===== config.mk =====
export PLATFORM = sky130hd
export DESIGN_NAME = ppq_edge_unit
export DESIGN_NICKNAME = d
export VERILOG_FILES = /design/src/rtl/core/ppq_pkg.sv /design/src/rtl/core/ppq_edge_unit.sv
export SDC_FILE = /design/constraint.sdc
export NUM_CORES = 2
export LEC_CHECK = 0
export ABC_AREA = 1
export BUFFER_PORTS_ARGS = -buffer_cell sky130_fd_sc_hd__buf_2
export CORE_MARGIN = 2
export CORE_UTILIZATION = 60
export CTS_CLUSTER_SIZE = 25
export DETAILED_ROUTE_END_ITERATION = 7
export PLACE_DENSITY = 0.77
export SYNTH_ARGS = -nofsm -noshare
export SYNTH_HDL_FRONTEND = slang
export SYNTH_SLANG_ARGS = --single-unit

===== constraint.sdc =====
create_clock -name clk -period 20.9 [get_ports clk]
set_clock_uncertainty 0.15 [all_clocks]
set_input_delay 3.135 -clock clk [delete_from_list [all_inputs] [get_ports clk]]
set_output_delay 3.135 -clock clk [all_outputs]
set_load 0.05 [all_outputs]

===== src/rtl/core/ppq_pkg.sv =====
// shared types and constants of the polygon point query block
// depends on nothing
`default_nettype none

package ppq_pkg;

  localparam int unsigned MAX_VERTICES_DEF = 64;

  localparam int unsigned COORD_W     = 16;
  localparam int unsigned SLOT_W      = 6;
  localparam int unsigned CNT_W       = 7;
  localparam int unsigned DIST_W      = 33;
  localparam int unsigned IN_TDATA_W  = 40;
  localparam int unsigned OUT_TDATA_W = 72;

  localparam logic [CNT_W-1:0] COUNT_RESET = 7'd3;

  localparam logic CMD_LOAD  = 1'b0;
  localparam logic CMD_QUERY = 1'b1;

  typedef enum logic [1:0] {
    ST_IDLE,
    ST_RUN,
    ST_DRAIN,
    ST_OUTW
  } ppq_state_t;

  // control travelling alongside each vertex read
  typedef struct packed {
    logic valid;
    logic prime;
    logic last;
  } ppq_ctl_t;

  typedef struct packed {
    logic                      in_poly;
    logic signed [COORD_W-1:0] x;
    logic signed [COORD_W-1:0] y;
    logic [SLOT_W-1:0]         slot;
    logic [DIST_W-1:0]         dist_sq;
  } ppq_res_t;

endpackage

`default_nettype wire


===== src/rtl/core/ppq_edge_unit.sv =====
// shared edge and distance unit: one vertex per cycle through three stages
// depends on ppq_pkg
`default_nettype none

module ppq_edge_unit
  import ppq_pkg::*;
#(
  parameter int unsigned MAX_VERTICES = MAX_VERTICES_DEF
) (
  input  wire logic                                      clk,
  input  wire logic                                      rst_n,
  input  wire logic signed [COORD_W-1:0]                 qx,
  input  wire logic signed [COORD_W-1:0]                 qy,
  input  wire ppq_ctl_t                                  ctl,
  input  wire logic [(MAX_VERTICES > 1 ? $clog2(MAX_VERTICES) : 1)-1:0] idx,
  input  wire logic signed [COORD_W-1:0]                 vx,
  input  wire logic signed [COORD_W-1:0]                 vy,
  output logic                                           done,
  output ppq_res_t                                       res
);

  localparam int unsigned AW = (MAX_VERTICES > 1) ? $clog2(MAX_VERTICES) : 1;
  localparam int unsigned DW = COORD_W + 1;
  localparam int unsigned PW = 2 * DW;

  // previous vertex of the walk, edge end j
  logic signed [COORD_W-1:0] prev_x_r, prev_y_r;

  // stage a: differences
  logic signed [DW-1:0] a_r, b_r, c_r, d_r;
  logic signed [DW-1:0] a_nxt, b_nxt, c_nxt, d_nxt;
  logic                 va_r, lasta_r, strad_a_r, dpos_a_r;
  logic [AW-1:0]        idxa_r;
  logic signed [COORD_W-1:0] xa_r, ya_r;

  // stage b: products
  logic signed [PW-1:0] lhs_r, rhs_r;
  logic signed [PW-1:0] lhs_nxt, rhs_nxt, sqa_full, sqc_full;
  logic [PW-3:0]        sqa_r, sqc_r;
  logic                 vb_r, lastb_r, strad_b_r, dpos_b_r;
  logic [AW-1:0]        idxb_r;
  logic signed [COORD_W-1:0] xb_r, yb_r;

  // stage c: accumulate
  logic                 edge_hit;
  logic                 first;
  logic [DIST_W-1:0]    dd;
  logic                 parity_r;
  logic [DIST_W-1:0]    best_d_r;
  logic [AW-1:0]        best_idx_r;
  logic signed [COORD_W-1:0] best_x_r, best_y_r;
  logic                 done_r;

  always_comb begin
    a_nxt = {qx[COORD_W-1], qx} - {vx[COORD_W-1], vx};
    b_nxt = {prev_x_r[COORD_W-1], prev_x_r} - {vx[COORD_W-1], vx};
    c_nxt = {qy[COORD_W-1], qy} - {vy[COORD_W-1], vy};
    d_nxt = {prev_y_r[COORD_W-1], prev_y_r} - {vy[COORD_W-1], vy};
  end

  always_ff @(posedge clk) begin
    if (!rst_n) begin
      va_r <= 1'b0;
    end else begin
      va_r <= ctl.valid && !ctl.prime;
    end
    if (ctl.valid) begin
      prev_x_r <= vx;
      prev_y_r <= vy;
    end
    a_r       <= a_nxt;
    b_r       <= b_nxt;
    c_r       <= c_nxt;
    d_r       <= d_nxt;
    strad_a_r <= (vy > qy) != (prev_y_r > qy);
    dpos_a_r  <= d_nxt > 0;
    lasta_r   <= ctl.last;
    idxa_r    <= idx;
    xa_r      <= vx;
    ya_r      <= vy;
  end

  always_comb begin
    lhs_nxt  = a_r * d_r;
    rhs_nxt  = b_r * c_r;
    sqa_full = a_r * a_r;
    sqc_full = c_r * c_r;
  end

  always_ff @(posedge clk) begin
    if (!rst_n) begin
      vb_r <= 1'b0;
    end else begin
      vb_r <= va_r;
    end
    lhs_r     <= lhs_nxt;
    rhs_r     <= rhs_nxt;
    sqa_r     <= sqa_full[PW-3:0];
    sqc_r     <= sqc_full[PW-3:0];
    lastb_r   <= lasta_r;
    strad_b_r <= strad_a_r;
    dpos_b_r  <= dpos_a_r;
    idxb_r    <= idxa_r;
    xb_r      <= xa_r;
    yb_r      <= ya_r;
  end

  // sign of the edge's dy decides which way the cross-multiplied test points
  always_comb begin
    edge_hit = strad_b_r && (dpos_b_r ? (lhs_r < rhs_r) : (lhs_r > rhs_r));
    dd       = {1'b0, sqa_r} + {1'b0, sqc_r};
    first    = (idxb_r == '0);
  end

  always_ff @(posedge clk) begin
    if (!rst_n) begin
      done_r <= 1'b0;
    end else begin
      done_r <= vb_r && lastb_r;
    end
    if (vb_r) begin
      parity_r <= (first ? 1'b0 : parity_r) ^ edge_hit;
      if (first || (dd < best_d_r)) begin
        best_d_r   <= dd;
        best_idx_r <= idxb_r;
        best_x_r   <= xb_r;
        best_y_r   <= yb_r;
      end
    end
  end

  assign done        = done_r;
  assign res.in_poly = parity_r;
  assign res.x       = best_x_r;
  assign res.y       = best_y_r;
  assign res.slot    = SLOT_W'(best_idx_r);
  assign res.dist_sq = best_d_r;

endmodule

`default_nettype wire


==> out/summary.md <==
• run status: completed
• worst slew pin tran: 1110 ps
• layout filler cell count: 7,806
• library cell appearing most often on the critical path: sky130_fd_sc_hd__fa_1
• number of nets still failing antenna checks after routing: 0
• number of sinks handled by clock tree synthesis: 387
• worst flop-to-flop path startpoint: c_r[16]$_DFF_P_
• Synth-to-Final Area Change: 5.95%
• Die Span Y: 313 µm
• initial antenna violation count: 2
• post-synthesis register bit count: 387
• met2 Track Usage GR: 51.3%
• Inserted Clock Buffers: 42
• number of I/O port buffers: 147
• final WL: 143,000 µm
• vias post-DR: 41,800
• sum of negative setup slack: 0 ps
• clock tree from TritonCTS: done
• via count of the first global-routing pass: 45,300
• drt first pass iters: 7
• RSZ-0062 raised after global routing: no
• Crit Reg-Reg Endpoint: rhs_r[30]$_DFF_P_
• die boundary width: 313 µm
• max-cap violation count: 0
• most used routing layer: met2
• setup slack, reg-to-reg: 14,210 ps
• H-tree levels: 2
• post-synth design cell area: 57,400 µm²
• number of setup violations in the final report: 0
• met1 track demand over resource: 40.5%
• DRT iter0 DRCs: 3,143
• total core area: 94,900 µm²
• Min-Delay Path Class: reg -> reg
• CTS root buffer: sky130_fd_sc_hd__clkbuf_16
• number of hold violations in the final report: 0
• Post-synth top cells: sky130_fd_sc_hd__inv_1, sky130_fd_sc_hd__nand2_1, sky130_fd_sc_hd__fa_1
• cell types with the largest area share after synthesis: sky130_fd_sc_hd__fa_1, sky130_fd_sc_hd__inv_1, sky130_fd_sc_hd__ha_1, sky130_fd_sc_hd__dfxtp_1, sky130_fd_sc_hd__nand2_1
• element type at the critical path end: register
• Remaining Overflow, GRT: 0
• maximum achievable frequency: 149 MHz
• mean post-synth cell area: 8.61 µm²
• placer congestion estimate: 0.949
• Worst Setup Path Type: reg -> reg
• Register-to-Register Path Depth: 22
• area of the multi-input gates: 40,300 µm²
• Most used DFF post-synth: sky130_fd_sc_hd__dfxtp_1
• EDFF count, synth: 104
• worst-path cell with the longest stage delay: sky130_fd_sc_hd__dfxtp_1
• unique cell type count in the Yosys netlist: 53
• Die ar.: 98,100 µm²
• Avg WL per Cell: 18.0 µm
• number of warning messages in the yosys log: 0
• max-slew violation count: 0
• PostCTS Resize Cnt: 0
• number of placed I/O pins: 148
• Hold Path Origin: xa_r[9]$_DFF_P_
• highest net fanout along the worst path: 23
• GR Util All Layers: 30.6%
• final worst path period need: 6690 ps
• grt met3 use: 4.53%
• hold buffers post-CTS: 0
• clock transition at the registers of the reported paths: 70 ps
• number of cell rows: 113
• half-perimeter wire length of the detailed placement result: 116,000 µm
• endpoint of the worst hold path: xb_r[9]$_DFF_P_
• # nets final: 8,380
• largest net degree at the start of global routing: 64
• fraction of final layout cells with drive strength greater than 1: 4.66%
• crit-path cells: inv_1 -> buf_4 -> or2_2 -> fa_1 -> fa_1 -> inv_1 -> fa_1 -> fa_1 -> fa_1 -> inv_1 -> fa_1 -> inv_1 -> ha_1 -> a21oi_1 -> o21ai_0 -> a21oi_1 -> nand3_1 -> nand2_1 -> nand2_1 -> nand2_1 -> nand2_1 -> xor2_1
• maximum clock insertion buffer count: 3
• Hold Path Stages: 0
• sequential cell area fraction in the yosys report: 15.3%
• post-CTS repair timing setup buffer count: 0
• final worst-path cycle share: 32.0%
• effective utilization at floorplan: 60.5%
• cell type with the largest total area after synthesis: sky130_fd_sc_hd__fa_1
• critical path startpoint category: register
• area of all sequential standard cells: 8790 µm²
• critical path data required time: 21,260 ps
• worst slew margin relative to its limit: 25.6%
• Via-to-Cell Ratio: 5.24
• proportion of register bits with asynchronous set or reset after synthesis: 0%
• synthesized instance count: 6,665
• library cell with the highest instance count after synthesis: sky130_fd_sc_hd__inv_1
• area share of the leading cell type in the synthesized netlist: 38.7%
• clock latency on the worst-skew pair: 620 ps
• number of nets produced by synthesis: 8,359
• global-route wire length before repair: 235,000 µm
• CP Data Arrival Time: 7050 ps
• critical path's largest stage delay: 890 ps
• Post-route DRC: 0
cell families after synthesis:
| logic type | Yosys count | synth area share (%) |
|---|---|---|
| DFF | 387 | 15.3 |
| and+or+nand+nor | 1728 | 12.0 |
| xor gates and xnor gates | 242 | 3.69 |
| AOI/OAI and AO/OA | 481 | 4.75 |
| adders and majority gates | 1619 | 49.8 |
| buffers and inverters | 2208 | 14.5 |
per-stage QoR:
stage | hold slack, ps | cells | setup slack [ps] | instance area, µm² | utilization (%)
6_report | 175 | 7988 | 14210 | 60800 | 64.1
5_1_grt | 178 | 7985 | 13840 | 60800 | 64.1
4_1_cts | 175 | 7985 | 14230 | 60800 | 64.1
3_5_place_dp | 162 | 7907 | 14260 | 59200 | 62.4
3_3_place_gp | 160 | 7907 | 14320 | 59200 | 62.4
2_1_floorplan | 160 | 6665 | 14320 | 57400 | -
worst max path at each step:
| stage | start | to |
|---|---|---|
| after floorplan | sqa_r[6]$_DFF_P_ | best_d_r[0]$_DFFE_PP_ |
| after global placement | c_r[16]$_DFF_P_ | rhs_r[33]$_DFF_P_ |
| after detailed placement | c_r[16]$_DFF_P_ | rhs_r[33]$_DFF_P_ |
| after CTS | c_r[16]$_DFF_P_ | rhs_r[33]$_DFF_P_ |
| after global routing | c_r[16]$_DFF_P_ | rhs_r[30]$_DFF_P_ |
| final | c_r[16]$_DFF_P_ | rhs_r[30]$_DFF_P_ |
metal layers:
metal / part of all wire, % / vias up
li1: - / 19300
met1: 40 / 20700
met4: 4.3 / 0
met3: 8.0 / 305
met2: 48 / 1560
met5: 0 / -
area by class of cell:
class                      instances  share of cell area (%)
sequential                       387                    14.5
clock inverter                    22                   0.562
clock buffer                      56                    2.00
inverter                        1997                    12.3
antenna                            3                  0.0123
multi-input combinational       4070                    66.3
tap                             1265                    2.60
timing repair buffer             188                    1.72
critical path, delay by kind of cell (launching register included):
| kind | cells | cell delay [ps] |
|---|---|---|
| adder cells (fa/ha/maj) | 7 | 3190 |
| flip-flops | 1 | 890 |
| buffers and inverters | 5 | 810 |
| AND/OR/NAND/NOR | 6 | 780 |
| AO/OA/AOI/OAI | 3 | 600 |
| XOR/XNOR | 1 | 140 |
cells in the final DEF (no fill, tap or decap), types with 5 or more instances in the layout:
cell type                   count
sky130_fd_sc_hd__clkbuf_16     46
sky130_fd_sc_hd__nor3_2         5
sky130_fd_sc_hd__inv_2          9
sky130_fd_sc_hd__o21bai_1      13
sky130_fd_sc_hd__ha_1         509
sky130_fd_sc_hd__a21o_1        30
sky130_fd_sc_hd__a31oi_1       20
sky130_fd_sc_hd__clkbuf_1       7
sky130_fd_sc_hd__nand3_1       80
sky130_fd_sc_hd__o21a_1         5
sky130_fd_sc_hd__bufinv_16      6
sky130_fd_sc_hd__o21ai_1       52
sky130_fd_sc_hd__dfxtp_1      279
sky130_fd_sc_hd__o211ai_1       5
sky130_fd_sc_hd__inv_1       1988
sky130_fd_sc_hd__nand2_1     1334
sky130_fd_sc_hd__nand4_1       23
sky130_fd_sc_hd__fa_1        1110
sky130_fd_sc_hd__nor2_1       219
sky130_fd_sc_hd__o21ai_0       77
sky130_fd_sc_hd__inv_6          5
sky130_fd_sc_hd__buf_4         41
sky130_fd_sc_hd__o31ai_1        5
sky130_fd_sc_hd__a21boi_1      10
sky130_fd_sc_hd__nor3_1        23
sky130_fd_sc_hd__or2_2         13
sky130_fd_sc_hd__xnor2_1       88
sky130_fd_sc_hd__edfxtp_1     104
sky130_fd_sc_hd__xor2_1       154
sky130_fd_sc_hd__buf_2        147
sky130_fd_sc_hd__nand3b_1       6
sky130_fd_sc_hd__clkinv_2       5
sky130_fd_sc_hd__a21oi_1      235
sky130_fd_sc_hd__nor4_1        12
state kept, by name, indices dropped and copies added (netlist names), 6 cells and up:
signal and count:
a_r 17, b_r 17, best_d_r 33, best_idx_r 6, best_x_r 16, best_y_r 16
c_r 17, d_r 17, idxa_r 6, idxb_r 6, lhs_r 34, prev_x_r 16
prev_y_r 16, rhs_r 34, sqa_r 31, sqc_r 31, xa_r 16, xb_r 16
ya_r 16, yb_r 16
Power is left out: the tool's default activity adds up to more than one toggle a clock period on the data nets, which glitch-free logic cannot reach.
